--- config.mk ---
export PLATFORM = sky130hd
export DESIGN_NAME = midi_voice_allocator
export DESIGN_NICKNAME = d
export VERILOG_FILES = /design/src/design/mva_pkg.sv /design/src/design/mva_ctrl.sv /design/src/design/mva_dpath.sv /design/src/design/midi_voice_allocator.sv
export VERILOG_INCLUDE_DIRS = /design/src /design/src/design
export SDC_FILE = /design/constraint.sdc
export NUM_CORES = 1
export LEC_CHECK = 0
export BUFFER_PORTS_ARGS = -buffer_cell sky130_fd_sc_hd__buf_2
export CORE_ASPECT_RATIO = 0.5
export CORE_UTILIZATION = 52
export CTS_CLUSTER_DIAMETER = 150
export DETAILED_ROUTE_END_ITERATION = 7
export GPL_TIMING_DRIVEN = 0
export PLACE_DENSITY_LB_ADDON = 0.1
export SYNTH_ARGS = -nofsm -noshare
export SYNTH_HDL_FRONTEND = slang
export SYNTH_SLANG_ARGS = --single-unit
export TNS_END_PERCENT = 30
--- constraint.sdc ---
create_clock -name clk -period 2.37 [get_ports clk]
set_input_delay 0.1185 -clock clk [delete_from_list [all_inputs] [get_ports clk]]
set_output_delay 0.1185 -clock clk [all_outputs]
set_load 0.05 [all_outputs]
--- src/design/assert_macros.svh ---
// Assertion macros shared by the voice allocator modules.
`ifndef ASSERT_MACROS_SVH
`define ASSERT_MACROS_SVH

// Check that cons holds in the same cycle as ante.
`define ASSERT_IMP(lbl, ante, cons, msg) \
  lbl: assert property (@(posedge clk) disable iff (!rst_n) (ante) |-> (cons)) \
    else $error(msg);

// Check that cons holds in the cycle after ante.
`define ASSERT_NXT(lbl, ante, cons, msg) \
  lbl: assert property (@(posedge clk) disable iff (!rst_n) (ante) |=> (cons)) \
    else $error(msg);

`endif

--- src/design/mva_pkg.sv ---
// Shared types and constants for the MIDI voice allocator.
package mva_pkg;

  localparam int VOICES_DEF  = 4;
  localparam int MAX_RESULTS = 4;

  localparam int KIND_W   = 2;
  localparam int CHAN_W   = 4;
  localparam int NOTE_W   = 7;
  localparam int VEL_W    = 7;
  localparam int VOICE_W  = 2;
  localparam int LEVEL_W  = 5;
  localparam int RCNT_W   = 3;
  localparam int IN_TDATA_W  = 24;
  localparam int OUT_TDATA_W = 16;

  localparam logic [KIND_W-1:0] KIND_ON  = 2'd0;
  localparam logic [KIND_W-1:0] KIND_OFF = 2'd1;

  localparam logic ACT_START = 1'b0;
  localparam logic ACT_STOP  = 1'b1;

  typedef struct packed {
    logic load;
    logic emit_steal;
    logic emit_start;
    logic emit_mono;
    logic scan_step;
  } mva_cmd_t;

  typedef struct packed {
    logic poly;
    logic served;
    logic on;
    logic off;
    logic full;
    logic slot_free;
    logic scan_stall;
    logic scan_end;
  } mva_sts_t;

endpackage

--- src/design/mva_ctrl.sv ---
// Controller state machine sequencing decode, start, steal, mono and release scan.
`include "assert_macros.svh"

module mva_ctrl (
  input  logic             clk,
  input  logic             rst_n,
  input  logic             in_tvalid,
  output logic             in_tready,
  input  mva_pkg::mva_sts_t sts,
  output mva_pkg::mva_cmd_t cmd
);
  import mva_pkg::*;

  typedef enum logic [2:0] {
    S_IDLE,
    S_DECODE,
    S_STEAL,
    S_START,
    S_MONO,
    S_SCAN
  } state_t;

  state_t state_r, state_nxt;

  assign in_tready = (state_r == S_IDLE);

  always_comb begin
    state_nxt      = state_r;
    cmd            = '0;
    unique case (state_r)
      S_IDLE: begin
        if (in_tvalid) begin
          cmd.load  = 1'b1;
          state_nxt = S_DECODE;
        end
      end
      S_DECODE: begin
        if (!sts.served || !(sts.on || sts.off)) begin
          state_nxt = S_IDLE;
        end else if (!sts.poly) begin
          state_nxt = S_MONO;
        end else if (sts.on) begin
          state_nxt = sts.full ? S_STEAL : S_START;
        end else begin
          state_nxt = S_SCAN;
        end
      end
      S_STEAL: begin
        if (sts.slot_free) begin
          cmd.emit_steal = 1'b1;
          state_nxt      = S_START;
        end
      end
      S_START: begin
        if (sts.slot_free) begin
          cmd.emit_start = 1'b1;
          state_nxt      = S_IDLE;
        end
      end
      S_MONO: begin
        if (sts.slot_free) begin
          cmd.emit_mono = 1'b1;
          state_nxt     = S_IDLE;
        end
      end
      S_SCAN: begin
        if (!sts.scan_stall) begin
          cmd.scan_step = 1'b1;
          if (sts.scan_end) begin
            state_nxt = S_IDLE;
          end
        end
      end
      default: state_nxt = S_IDLE;
    endcase
  end

  always_ff @(posedge clk) begin
    if (!rst_n) begin
      state_r <= S_IDLE;
    end else begin
      state_r <= state_nxt;
    end
  end

  `ASSERT_IMP(a_emit_needs_slot, cmd.emit_steal || cmd.emit_start || cmd.emit_mono,
    sts.slot_free, "result issued while output register is occupied")
  `ASSERT_NXT(a_steal_then_start, cmd.emit_steal, state_r == S_START,
    "steal stop not followed by restart")

endmodule

--- src/design/mva_dpath.sv ---
// Datapath: voice ring, held notes, busy count, input capture and output register.
`include "assert_macros.svh"

module mva_dpath #(
  parameter int VOICES = mva_pkg::VOICES_DEF
) (
  input  logic                            clk,
  input  logic                            rst_n,
  input  logic [mva_pkg::IN_TDATA_W-1:0]  in_tdata,
  input  logic [mva_pkg::KIND_W-1:0]      in_tuser,
  output logic                            out_tvalid,
  input  logic                            out_tready,
  output logic [mva_pkg::OUT_TDATA_W-1:0] out_tdata,
  output logic                            out_tuser,
  output logic                            out_tlast,
  input  logic                            cfg_valid,
  output logic                            cfg_ready,
  input  logic                            cfg_data,
  input  mva_pkg::mva_cmd_t               cmd,
  output mva_pkg::mva_sts_t               sts
);
  import mva_pkg::*;

  localparam int VW = (VOICES > 1) ? $clog2(VOICES) : 1;
  localparam int BW = $clog2(VOICES + 1);
  localparam logic [VW-1:0]     LAST_IDX  = VW'(VOICES - 1);
  localparam logic [BW-1:0]     BUSY_MAX  = BW'(VOICES);
  localparam logic [CHAN_W:0]   CHAN_LIM  = (CHAN_W + 1)'(VOICES);
  localparam logic [RCNT_W-1:0] RCNT_MAX  = RCNT_W'(MAX_RESULTS);
  localparam logic [RCNT_W-1:0] RCNT_FIN  = RCNT_W'(MAX_RESULTS - 1);

  logic                  poly_r;
  logic [VW-1:0]         free_ring_r [VOICES];
  logic [VW-1:0]         head_r, tail_r;
  logic [BW-1:0]         busy_r;
  logic [NOTE_W-1:0]     held_note_r [VOICES];
  logic [VOICES-1:0]     held_valid_r;
  logic [KIND_W-1:0]     kind_r;
  logic [CHAN_W-1:0]     chan_r;
  logic [NOTE_W-1:0]     note_r;
  logic [VEL_W-1:0]      vel_r;
  logic [VW-1:0]         idx_r;
  logic [RCNT_W-1:0]     rcnt_r;
  logic                  out_valid_r;
  logic [VOICE_W-1:0]    voice_r;
  logic                  action_r;
  logic [NOTE_W-1:0]     pitch_r;
  logic [LEVEL_W-1:0]    level_r;
  logic                  lvalid_r;
  logic                  last_r;

  logic [VOICES-1:0]     match_vec;
  logic                  later_match;
  logic                  cur_match;
  logic                  cnt_ok;
  logic                  scan_emit;
  logic                  emit_any;
  logic                  slot_free;
  logic                  on, off;
  logic [VW-1:0]         ring_v;
  logic [VW-1:0]         head_next, tail_next;

  assign cfg_ready = 1'b1;

  assign on  = (kind_r == KIND_ON) && (vel_r != '0);
  assign off = (kind_r == KIND_OFF) || ((kind_r == KIND_ON) && (vel_r == '0));

  assign ring_v    = free_ring_r[head_r];
  assign head_next = (head_r == LAST_IDX) ? '0 : head_r + 1'b1;
  assign tail_next = (tail_r == LAST_IDX) ? '0 : tail_r + 1'b1;

  always_comb begin
    later_match = 1'b0;
    for (int j = 0; j < VOICES; j++) begin
      match_vec[j] = held_valid_r[j] && (held_note_r[j] == note_r);
      if (match_vec[j] && (j > int'(idx_r))) begin
        later_match = 1'b1;
      end
    end
  end

  assign cur_match = match_vec[idx_r];
  assign cnt_ok    = (rcnt_r < RCNT_MAX);
  assign slot_free = !out_valid_r || out_tready;
  assign scan_emit = cmd.scan_step && cur_match && cnt_ok;
  assign emit_any  = cmd.emit_steal || cmd.emit_start || cmd.emit_mono || scan_emit;

  always_comb begin
    sts            = '0;
    sts.poly       = poly_r;
    sts.served     = poly_r ? (chan_r == '0) : ({1'b0, chan_r} < CHAN_LIM);
    sts.on         = on;
    sts.off        = off;
    sts.full       = (busy_r >= BUSY_MAX);
    sts.slot_free  = slot_free;
    sts.scan_stall = cur_match && cnt_ok && !slot_free;
    sts.scan_end   = (idx_r == LAST_IDX);
  end

  // Control state.
  always_ff @(posedge clk) begin
    if (!rst_n) begin
      poly_r       <= 1'b1;
      head_r       <= '0;
      tail_r       <= '0;
      busy_r       <= '0;
      held_valid_r <= '0;
      out_valid_r  <= 1'b0;
      idx_r        <= '0;
      rcnt_r       <= '0;
      for (int i = 0; i < VOICES; i++) begin
        free_ring_r[i] <= VW'(i);
      end
    end else begin
      if (cfg_valid) begin
        poly_r <= cfg_data;
      end
      if (cmd.load) begin
        idx_r  <= '0;
        rcnt_r <= '0;
      end
      if (emit_any) begin
        out_valid_r <= 1'b1;
      end else if (out_tready) begin
        out_valid_r <= 1'b0;
      end
      if (cmd.emit_start) begin
        held_valid_r[ring_v] <= 1'b1;
        if (busy_r < BUSY_MAX) begin
          head_r <= head_next;
          busy_r <= busy_r + 1'b1;
        end
      end
      if (cmd.scan_step) begin
        idx_r <= idx_r + 1'b1;
        if (cur_match) begin
          held_valid_r[idx_r] <= 1'b0;
          free_ring_r[tail_r] <= idx_r;
          tail_r              <= tail_next;
          if (busy_r != '0) begin
            busy_r <= busy_r - 1'b1;
          end
          if (cnt_ok) begin
            rcnt_r <= rcnt_r + 1'b1;
          end
        end
      end
    end
  end

  // Payload.
  always_ff @(posedge clk) begin
    if (cmd.load) begin
      kind_r <= in_tuser;
      chan_r <= in_tdata[CHAN_W-1:0];
      note_r <= in_tdata[CHAN_W +: NOTE_W];
      vel_r  <= in_tdata[CHAN_W+NOTE_W +: VEL_W];
    end
    if (cmd.emit_start) begin
      held_note_r[ring_v] <= note_r;
    end
    if (cmd.emit_steal) begin
      voice_r  <= VOICE_W'(ring_v);
      action_r <= ACT_STOP;
      pitch_r  <= '0;
      level_r  <= '0;
      lvalid_r <= 1'b0;
      last_r   <= 1'b0;
    end
    if (cmd.emit_start) begin
      voice_r  <= VOICE_W'(ring_v);
      action_r <= ACT_START;
      pitch_r  <= note_r;
      level_r  <= vel_r[VEL_W-1:2];
      lvalid_r <= 1'b1;
      last_r   <= 1'b1;
    end
    if (cmd.emit_mono) begin
      voice_r  <= VOICE_W'(chan_r);
      action_r <= on ? ACT_START : ACT_STOP;
      pitch_r  <= on ? note_r : '0;
      level_r  <= '0;
      lvalid_r <= 1'b0;
      last_r   <= 1'b1;
    end
    if (scan_emit) begin
      voice_r  <= VOICE_W'(idx_r);
      action_r <= ACT_STOP;
      pitch_r  <= '0;
      level_r  <= '0;
      lvalid_r <= 1'b0;
      last_r   <= (rcnt_r == RCNT_FIN) || !later_match;
    end
  end

  assign out_tvalid = out_valid_r;
  assign out_tdata  = {1'b0, lvalid_r, level_r, pitch_r, voice_r};
  assign out_tuser  = action_r;
  assign out_tlast  = last_r;

  `ASSERT_IMP(a_busy_range, 1'b1, busy_r <= BUSY_MAX, "busy count exceeds voice count")
  `ASSERT_IMP(a_busy_matches_held, 1'b1, $countones(held_valid_r) == int'(busy_r),
    "busy count disagrees with held voices")

endmodule

--- src/design/midi_voice_allocator.sv ---
// Top level of the MIDI voice allocator: controller plus datapath.
//
// Usage:
//   in_*  : one MIDI event per word; tuser carries the event kind (note on,
//           note off, other), tdata the channel, note and velocity.
//   out_* : voice commands; tuser is the action (start or stop), tdata the
//           voice, pitch, level and level-valid flag; tlast marks the final
//           command caused by an event.
//   cfg_* : one-bit write of poly_mode, taken any cycle; write it only idle.
// Timing: an event is taken in the idle state and decoded the next cycle.
//   A start passes the decode and start states before it lands in the output
//   register; the block is ready again once it is issued. A steal first issues
//   a stop from the steal state. A release walks every voice, one per cycle
//   unless the output stalls. Ignored events go back to idle after decode.
// The rate is set by the controller, which serves one event at a time and one
//   result per cycle, unless out_tready is low, through a single output register.
// Reset (rst_n low, synchronous) frees all voices and selects poly mode.
// A stalled receiver holds the output word; the block waits with the next
//   result and takes no new event until the current one is finished.
module midi_voice_allocator #(
  parameter int VOICES = mva_pkg::VOICES_DEF
) (
  input  logic                            clk,
  input  logic                            rst_n,
  input  logic                            in_tvalid,
  output logic                            in_tready,
  // [3:0] channel, [10:4] note, [17:11] velocity, [23:18] zero
  input  logic [mva_pkg::IN_TDATA_W-1:0]  in_tdata,
  // [1:0] kind
  input  logic [mva_pkg::KIND_W-1:0]      in_tuser,
  output logic                            out_tvalid,
  input  logic                            out_tready,
  // [1:0] voice, [8:2] pitch, [13:9] level, [14] level_valid, [15] zero
  output logic [mva_pkg::OUT_TDATA_W-1:0] out_tdata,
  // [0] action
  output logic                            out_tuser,
  output logic                            out_tlast,
  input  logic                            cfg_valid,
  output logic                            cfg_ready,
  input  logic                            cfg_data
);
  import mva_pkg::*;

  mva_cmd_t cmd;
  mva_sts_t sts;

  mva_ctrl u_ctrl (
    .clk       (clk),
    .rst_n     (rst_n),
    .in_tvalid (in_tvalid),
    .in_tready (in_tready),
    .sts       (sts),
    .cmd       (cmd)
  );

  mva_dpath #(
    .VOICES (VOICES)
  ) u_dpath (
    .clk        (clk),
    .rst_n      (rst_n),
    .in_tdata   (in_tdata),
    .in_tuser   (in_tuser),
    .out_tvalid (out_tvalid),
    .out_tready (out_tready),
    .out_tdata  (out_tdata),
    .out_tuser  (out_tuser),
    .out_tlast  (out_tlast),
    .cfg_valid  (cfg_valid),
    .cfg_ready  (cfg_ready),
    .cfg_data   (cfg_data),
    .cmd        (cmd),
    .sts        (sts)
  );

endmodule
==> results of run 1 <==
## per-layer routing
layer	vias up	share of wire	GRT usage
met3	19	0.052	0.0663
li1	1547	-	-
met1	1592	0.45	0.325
met4	0	0.018	0.0934
met2	120	0.48	0.407
met5	-	0	0
## state kept, by name, indices dropped and copies added (netlist names), 4 cells and up, named ones only
name                  count
u_dpath.vel_r             7
u_dpath.chan_r            4
u_dpath.level_r           5
u_dpath.held_valid_r      4
u_dpath.pitch_r           7
u_dpath.free_ring_r       8
u_dpath.note_r            7
u_dpath.held_note_r      28
## cells by family after synthesis
| logic type | Yosys count | share of synthesized area |
|---|---|---|
| xor gates and xnor gates | 28 | 0.0586 |
| muxes | 12 | 0.0336 |
| buffers and inverters | 37 | 0.0481 |
| other | 2 | 0.00174 |
| and+or+nand+nor | 90 | 0.109 |
| adders and majority gates | 11 | 0.0319 |
| DFF | 96 | 0.582 |
| AOI/OAI and AO/OA | 82 | 0.134 |
## stage by stage
stage | hold WS, ns | setup slack [ns] | instances
after floorplan | 0.217 | -0.0989 | 358
after global placement | 0.294 | -0.419 | 513
after detailed placement | 0.297 | -0.497 | 513
after CTS | 0.00852 | -0.0783 | 575
after global routing | 0.0236 | -0.181 | 581
final | 0.0203 | -0.144 | 581
## timing repair
item                       4_1_cts  5_1_grt
setup buffers                   26        9
gates resized for setup         45       26
setup endpoints to repair       79       68
hold endpoints to repair        21        0
cloned                           1        1
pin swaps                       19       11
hold buffers                    21        0
## placed cells by master (no fill, tap or decap), types with 11 or more instances in the layout
master         count
a21oi_1           20
a32o_1            12
buf_2             45
buf_4             34
buf_6             11
dfxtp_1           36
dlygate4sd3_1     21
edfxtp_1          59
ha_1              11
nand2_1           17
nor2_1            13
xnor2_1           14
## final cells by class
| cell class | count | area, um^2 |
|---|---|---|
| Fill cell | 538 | 2350 |
| Clock buffer | 10 | 239 |
| Timing Repair Buffer | 101 | 736 |
| Sequential cell | 96 | 2510 |
| Tap cell | 112 | 140 |
| Clock inverter | 6 | 43.8 |
| Multi-Input combinational cell | 225 | 1820 |
| Inverter | 12 | 45.0 |
| Buffer | 19 | 140 |
## path summary, 6_finish.rpt
check | depth (start not counted) | endpoint | from | slack (ns)
setup reg to reg | 7 | u_dpath.free_ring_r[1][0]$_SDFFCE_PN1P_ | u_dpath.note_r[6]$_DFFE_PP_ | -0.14
hold / removal | 3 | u_dpath.poly_r$_SDFFE_PN1P_ | cfg_valid | 0.02
hold reg to reg | 1 | u_dpath.level_r[0]$_SDFFE_PP0P_ | u_dpath.level_r[0]$_SDFFE_PP0P_ | 0.49
setup / recovery | 7 | u_dpath.free_ring_r[1][0]$_SDFFCE_PN1P_ | u_dpath.note_r[6]$_DFFE_PP_ | -0.14
## power breakdown
| part | total, uW | internal (uW) | switching (uW) |
|---|---|---|---|
| Sequential | 1900 | 1850 | 47.0 |
| Combinational | 514 | 198 | 315 |
| Clock | 1380 | 744 | 633 |
| Total | 3790 | 2800 | 995 |
## worst max-delay path, cell delays in order, from the launching register on
cell and delay [ns]:
edfxtp_1 0.50, buf_6 0.17, xnor2_1 0.15, nand4_1 0.16, or3_4 0.46, a211oi_4 0.30
a31oi_4 0.08, or4_4 0.43
==> out/metrics.cfg, run 1 <==
[sta]
setup_violations = 30
fin_crit_sh = 1.06
rsz0062_at_grt = true
drv_slew = 0
tns_ns = -1.33
fin_worst_skew_ns = 0.00644
fin_crit_ns = 2.51
fmax_mhz = 398
fin_ws_ns = -0.144
max_slew_margin = 0.396
tightest_slew_ns = 0.900
finalHoldViolCount = 0

[route]
first_iter_violations = 162
postRouteAntennaNets = 0
vias = 3278
vias_per_cell = 5.64
drc = 0
drt_wl_total_um = 10300
avgRoutedWirePerCell_um = 17.8
drt-pass1-iter-count = 4

[final_layout]
nNetsFinal = 507
postLayoutCellArea_um2 = 5680
area_growth_pct = 31.7
utilization = 0.707
n_antenna_cell = 0
drive_above_1_share = 0.326

[synthesis]
synth.most_common_cell = edfxtp_1
ys_top_cells_by_count = edfxtp_1 (59), dfxtp_1 (37), xnor2_1 (23)
synthFlopType = edfxtp_1
ys_async_sr_fraction = 0
synthCells = 358
seq_area_frac_synth = 0.582
avgSynthCellArea_um2 = 12.1
yosys-top-cells-area = edfxtp_1 (41%), dfxtp_1 (17%), xnor2_1 (4.7%)
synth_top_area_frac = 0.411
synth_edf_count = 59
syn_nets = 401
ys_seq_elements = 96
synth_top_area_cell = edfxtp_1
yosysUniqueCellTypes = 53
synth_warnings = 0
synthesis.area_um2 = 4310

[setup_path]
cp.required_ns = 2.46
startpoint_type = flip-flop
crit_arrival_ns = 2.60
critical_path_class = flip-flop to flip-flop
worstSetupEndpointType = flip-flop
cp_max_fo = 6

[global_route]
grt-ovfl-total = 0
grt_pass1_wl_um = 15800
grt_start_max_net_pins = 21
grt_pass1_vias = 3055
grt_usage = 0.251
antenna_found_initial = 0

[power]
p_leak_uw = 0.00214
ir_drop_v = 0.000616
power_density_nw_per_um2 = 667
report.power.total_uw = 3790

[cts]
cts.sinks = 96
cts_buffers = 9
clock_path_buffers = 2
clock_latency_ns = 0.35
clkTransAtPathRegs_ns = 0.06
cts_root_buffer = clkbuf_16
h-tree-depth = 3
cts_tree = done

[place]
hpwl_um = 6750
globalplace.congestion = 0.930
dpl_cell_area_um2 = 4670
portBuffers = 43

[status]
status = complete, but fails checks
violations = setup timing

[hold_path]
hp-class = input port to flip-flop

[run]
cap_violations = 0

[floorplan]
dieArea_um2 = 8690
core_area_um2 = 8030
die_h_um = 66.4
initial_core_util = 0.537
row_count = 23
ios = 53
die_w_um = 131

Note: power is estimated with default switching activity, not from simulation.
==> run 2: changes to the inputs <==
ABC_AREA = 1   (was not set)
CTS_CLUSTER_DIAMETER = 200   (was 150)
==> out/metrics.cfg, run 2 <==
[synthesis]
yosys-top-cells-area = edfxtp_1 (41%), dfxtp_1 (17%), nand2_1 (11%)
synth_warnings = 0
ys_async_sr_fraction = 0
syn_nets = 523
synth-simple-area-share = 0.226
synth_mux_area_frac = 0
synthCells = 480
synth_fa_ha_area_frac = 0.0316
yosysUniqueCellTypes = 38
ys_top_cells_by_count = nand2_1 (126), inv_1 (65), edfxtp_1 (59)
synth_top_area_frac = 0.406
ys_seq_elements = 96
synthesis.area_um2 = 4360
synthFlopType = edfxtp_1
synth_top_area_cell = edfxtp_1
synth_top_family_by_area = simple AND/OR/NAND/NOR gates
synthXorXnorAreaFrac = 0.0141
avgSynthCellArea_um2 = 9.08
synth.most_common_cell = nand2_1
synth_edf_count = 59
synth_compound_area_frac = 0.0697
seq_area_frac_synth = 0.576

[final_layout]
top_regs = u_dpath.held_note_r: 28 flops, u_dpath.free_ring_r: 8 flops
top_register = u_dpath.held_note_r
layout.cells.most_common = nand2_1
nNetsFinal = 619
largest_reg_flops = 28
drive_above_1_share = 0.217
final_cell_mix = nand2_1 (124), inv_1 (64), edfxtp_1 (59), buf_2 (46), dfxtp_1 (37)
area_growth_pct = 25.8
n_antenna_cell = 0
utilization = 0.681

[hold_path]
hp-class = input port to flip-flop
holdPathStages = 3
min_to = u_dpath.held_valid_r[1]$_SDFF_PN0_
worstHoldStart = rst_n

[global_route]
grt-ovfl-total = 0
grt_pass1_vias = 2999
grt_pass1_wl_um = 14500
grt_usage = 0.224
antenna_found_initial = 0
grt_start_max_net_pins = 21

[sta]
fmax_mhz = 445
whs_ns = 0.0782
fin_crit_sh = 0.949
setup_violations = 0
tightest_slew_ns = 0.925
fin_crit_ns = 2.25
finalHoldViolCount = 0
max_slew_margin = 0.383
fin_worst_skew_ns = 0.00617
drv_slew = 0

[route]
postRouteAntennaNets = 0
drc = 0
vias = 3390
vias_per_cell = 4.89
drt-pass1-iter-count = 5
drt_wl_total_um = 9540
avgRoutedWirePerCell_um = 13.8
first_iter_violations = 234

[cts]
clkTransAtPathRegs_ns = 0.07
cts_buffers = 9
clock_latency_ns = 0.34
h-tree-depth = 3
clock_path_buffers = 2
cts.sinks = 96
cts_tree = done
cts_root_buffer = clkbuf_16

[setup_path]
slowest_delay_ns = 0.50
critical_path_class = flip-flop to flip-flop
r2r-start = u_dpath.note_r[1]$_DFFE_PP_
worstSetupEndpointType = flip-flop
startpoint_type = flip-flop
r2r-end = u_dpath.free_ring_r[1][0]$_SDFFCE_PN1P_
crit_path_top_delay_cell = edfxtp_1
r2r_slack_ns = 0.12
r2r_cells = 13
crit_chain = buf_4, nand2_1, nand3_1, nor2_2, nand3_1, nand2_1, nand2_2, clkinv_2, nand3_2, nor2_4, buf_6, nand3_2, nand2_2
path_buf_inv = 3
cp_top_family = simple AND/OR/NAND/NOR gates
cp_max_fo = 6
crit_arrival_ns = 2.31
cp.required_ns = 2.43

[run]
cap_violations = 0

[place]
portBuffers = 44
hpwl_um = 6080
globalplace.congestion = 0.794

[floorplan]
ios = 53
initial_core_util = 0.541
row_count = 23
die_h_um = 66.7
die_w_um = 131
core_area_um2 = 8060
dieArea_um2 = 8780

[status]
status = finished clean

[power]
p_int_uw = 3300
p_leak_uw = 0.00243
ir_drop_v = 0.000482
pwr-share-seq = 0.438
sw_frac_of_total = 0.275
p_comb_frac = 0.177
power_density_nw_per_um2 = 832
clkPwrFrac = 0.385
p_switching_uw = 1260

run 2: area by class of cell:
type	count	area, um^2
Buffer	10	72.6
Clock buffer	11	233
Clock inverter	5	129
Fill cell	649	2570
Inverter	76	287
Multi-Input combinational cell	298	1530
Sequential cell	96	2510
Tap cell	112	140
Timing Repair Buffer	85	579
run 2: worst max path at each step:
stage / end / cells after the start / start / slack (ns)
3_5_place_dp: u_dpath.free_ring_r[1][1]$_SDFFCE_PN0P_ / 15 / u_dpath.note_r[2]$_DFFE_PP_ / 0.02
2_1_floorplan: u_dpath.chan_r[0]$_DFFE_PP_ / 5 / u_ctrl.state_r[1]$_SDFFE_PN0P_ / 0.04
3_3_place_gp: u_dpath.free_ring_r[1][0]$_SDFFCE_PN1P_ / 15 / u_dpath.note_r[2]$_DFFE_PP_ / 0.01
4_1_cts: u_dpath.free_ring_r[1][1]$_SDFFCE_PN0P_ / 15 / u_dpath.note_r[2]$_DFFE_PP_ / 0.005
5_1_grt: u_dpath.free_ring_r[2][1]$_SDFFCE_PN1P_ / 15 / u_dpath.note_r[0]$_DFFE_PP_ / -0.02
6_report: u_dpath.free_ring_r[1][0]$_SDFFCE_PN1P_ / 13 / u_dpath.note_r[1]$_DFFE_PP_ / 0.12
run 2: cells by family (layout without fill, tap and decap cells):
| kind of cell | after synthesis | count (layout) |
|---|---|---|
| other cells | 2 | 2 |
| fa+ha+maj | 11 | 11 |
| xor+xnor | 7 | 7 |
| compound gates | 54 | 54 |
| simple gates | 224 | 224 |
| flops | 96 | 96 |
| buf+inv | 86 | 187 |
run 2: what timing repair did:
| item | 4_1_cts | 5_1_grt |
|---|---|---|
| gates resized for setup | 0 | 17 |
| hold buffers | 22 | 0 |
| cloned | 0 | 1 |
| endpoints found under the setup margin | 6 | 40 |
| setup buffers | 2 | 16 |
| endpoints found under the hold margin | 21 | 0 |
| pin swaps | 0 | 6 |
run 2: routing by layer:
layer / wire length [um] / global-route usage / vias up
met1: 4530 / 0.295 / 1532
met3: 529 / 0.0609 / 16
met2: 4350 / 0.362 / 99
met5: 0 / 0 / -
met4: 133 / 0.0669 / 0
li1: - / - / 1743
run 2: power groups by stage:
| stage | Combinational, uW | Sequential [uW] | Clock [uW] |
|---|---|---|---|
| after floorplan | 293 | 2290 | 0 |
| after global placement | 716 | 2040 | 0 |
| after detailed placement | 722 | 2050 | 0 |
| after CTS | 760 | 2010 | 1770 |
| after global routing | 875 | 2020 | 1840 |
| final | 807 | 2000 | 1750 |
run 2: per-stage QoR:
step | area (um^2) | TNS, ns | std cells | setup slack [ns] | power, uW
finish | 5480 | 0 | 693 | 0.121 | 4560
global route | 5480 | -0.0816 | 693 | -0.0176 | 4730
CTS | 5320 | 0 | 676 | 0.00464 | 4540
detailed placement | 4720 | 0 | 636 | 0.0240 | 2770
global placement | 4720 | 0 | 636 | 0.0141 | 2760
floorplan | 4360 | 0 | 480 | 0.0406 | 2580
run 2: worst min-delay path: stages:
cell and delay, ns:
buf_2 0.14, o21ai_0 0.08, a21oi_1 0.04
==> run 3: changes to the inputs <==
CORE_MARGIN = 2   (was not set)
==> out/metrics.cfg, run 3 (same netlist as run 2, synthesis figures left out) <==
[place]
hpwl_um = 6130
portBuffers = 44
dpl_cell_area_um2 = 4720
globalplace.congestion = 0.800
dp_cells = 636

[power]
p_switching_uw = 1240
ir_drop_v = 0.000622
p_comb_frac = 0.184
p_leak_uw = 0.00243
sw_frac_of_total = 0.279
pwr-share-seq = 0.450
clkPwrFrac = 0.366
power_density_nw_per_um2 = 808
p_int_uw = 3200

[hold_path]
hp-class = input port to flip-flop
holdPathStages = 3

[final_layout]
final_cells = 695
drive_above_1_share = 0.220
final_cell_mix = nand2_1 (123), inv_1 (64), edfxtp_1 (59), buf_2 (46), dfxtp_1 (37)
top_register = u_dpath.held_note_r
largest_reg_flops = 28
layout.cells.most_common = nand2_1
area_growth_pct = 25.9
nNetsFinal = 621
top_regs = u_dpath.held_note_r: 28 flops, u_dpath.free_ring_r: 8 flops
n_antenna_cell = 0
postLayoutCellArea_um2 = 5490
utilization = 0.681

[cts]
cts_buffers = 9
clock_latency_ns = 0.34
cts.sinks = 96
cts_tree = done
cts_root_buffer = clkbuf_16
clkTransAtPathRegs_ns = 0.06
clock_path_buffers = 2
h-tree-depth = 3

[sta]
drv_slew = 0
max_slew_margin = 0.408
tightest_slew_ns = 0.886
finalHoldViolCount = 0
fin_worst_skew_ns = 0.00760
fin_crit_sh = 0.955
rsz0062_at_grt = true
setup_violations = 0
fmax_mhz = 442
fin_crit_ns = 2.26

[global_route]
grt_usage = 0.212
grt_pass1_wl_um = 14300
grt_pass1_vias = 2900
grt-ovfl-total = 0
antenna_found_initial = 0
grt_start_max_net_pins = 21

[floorplan]
die_w_um = 133
row_count = 23
ios = 53
initial_core_util = 0.541
core_area_um2 = 8060
die_h_um = 68.7
dieArea_um2 = 9180

[route]
vias_per_cell = 4.86
drt_wl_total_um = 9390
vias = 3379
first_iter_violations = 323
postRouteAntennaNets = 0
avgRoutedWirePerCell_um = 13.5
drt-pass1-iter-count = 6
drc = 0

[setup_path]
cp.required_ns = 2.43
crit_top_cell = nand3_2
crit_chain = buf_4, xnor2_1, nand2_2, nor2_2, nand3_2, nand3_2, nand4_1, nand3_4, nor2_4, buf_6, o21ai_2, nand2_1, inv_2
crit_arrival_ns = 2.33
r2r_slack_ns = 0.11
critical_path_class = flip-flop to flip-flop
crit_path_top_delay_cell = edfxtp_1
startpoint_type = flip-flop
cp_max_fo = 8
r2r_cells = 13
worstSetupEndpointType = flip-flop
slowest_delay_ns = 0.44

[status]
status = finished clean

[run]
cap_violations = 0

[run 3: what timing repair did]
action | CTS | global route
resized for setup | 0 | 19
pin swaps | 0 | 8
hold endpoints to repair | 21 | 0
hold buffers | 22 | 0
endpoints found under the setup margin | 2 | 43
buffers inserted | 2 | 19
[run 3: final timing paths]
check,start,endpoint
max,u_dpath.note_r[4]$_DFFE_PP_,u_dpath.free_ring_r[3][1]$_DFFE_PP_
min,rst_n,u_dpath.held_valid_r[2]$_SDFF_PN0_
max reg2reg,u_dpath.note_r[4]$_DFFE_PP_,u_dpath.free_ring_r[3][1]$_DFFE_PP_
min reg2reg,u_dpath.out_tuser$_SDFFE_PP1P_,u_dpath.out_tuser$_SDFFE_PP1P_
[run 3: metrics by stage]
stage / total power [uW] / setup slack [ns] / setup TNS [ns] / hold WS, ns
after floorplan: 2580 / 0.0406 / 0 / 0.217
after global placement: 2760 / 0.0113 / 0 / 0.295
after detailed placement: 2770 / 0.0151 / 0 / 0.297
after CTS: 4410 / 0.00379 / 0 / 0.0665
after global routing: 4620 / -0.0532 / -0.188 / 0.0740
final: 4430 / 0.106 / 0 / 0.0751
[run 3: power by group through the flow]
stage / Clock, uW / Combinational [uW] / Sequential, uW
after floorplan: 0 / 293 / 2290
after global placement: 0 / 717 / 2040
after detailed placement: 0 / 722 / 2040
after CTS: 1650 / 759 / 2010
after global routing: 1720 / 889 / 2010
final: 1620 / 817 / 1990
[run 3: cell type report]
| type | count | area [um^2] |
|---|---|---|
| Fill cell | 648 | 2570 |
| Sequential cell | 96 | 2510 |
| Multi-Input combinational cell | 298 | 1540 |
| Timing Repair Buffer | 87 | 604 |
| Inverter | 76 | 287 |
| Clock buffer | 10 | 229 |
| Tap cell | 112 | 140 |
| Clock inverter | 6 | 108 |
| Buffer | 10 | 68.8 |
[run 3: metal layers]
layer,up-vias,part of all wire,track usage
met5,-,0,0
met4,0,0.0069,0.0612
met3,8,0.056,0.0658
met2,92,0.47,0.346
met1,1532,0.47,0.280
li1,1747,-,-
[run 3: worst max-delay path, delay by kind of cell (launching register included)]
| family | cells | cell delay [ns] |
|---|---|---|
| and+or+nand+nor | 8 | 0.92 |
| buffers and inverters | 3 | 0.40 |
| xor gates and xnor gates | 1 | 0.18 |
| AOI/OAI and AO/OA | 1 | 0.05 |
| DFF | 1 | 0.44 |
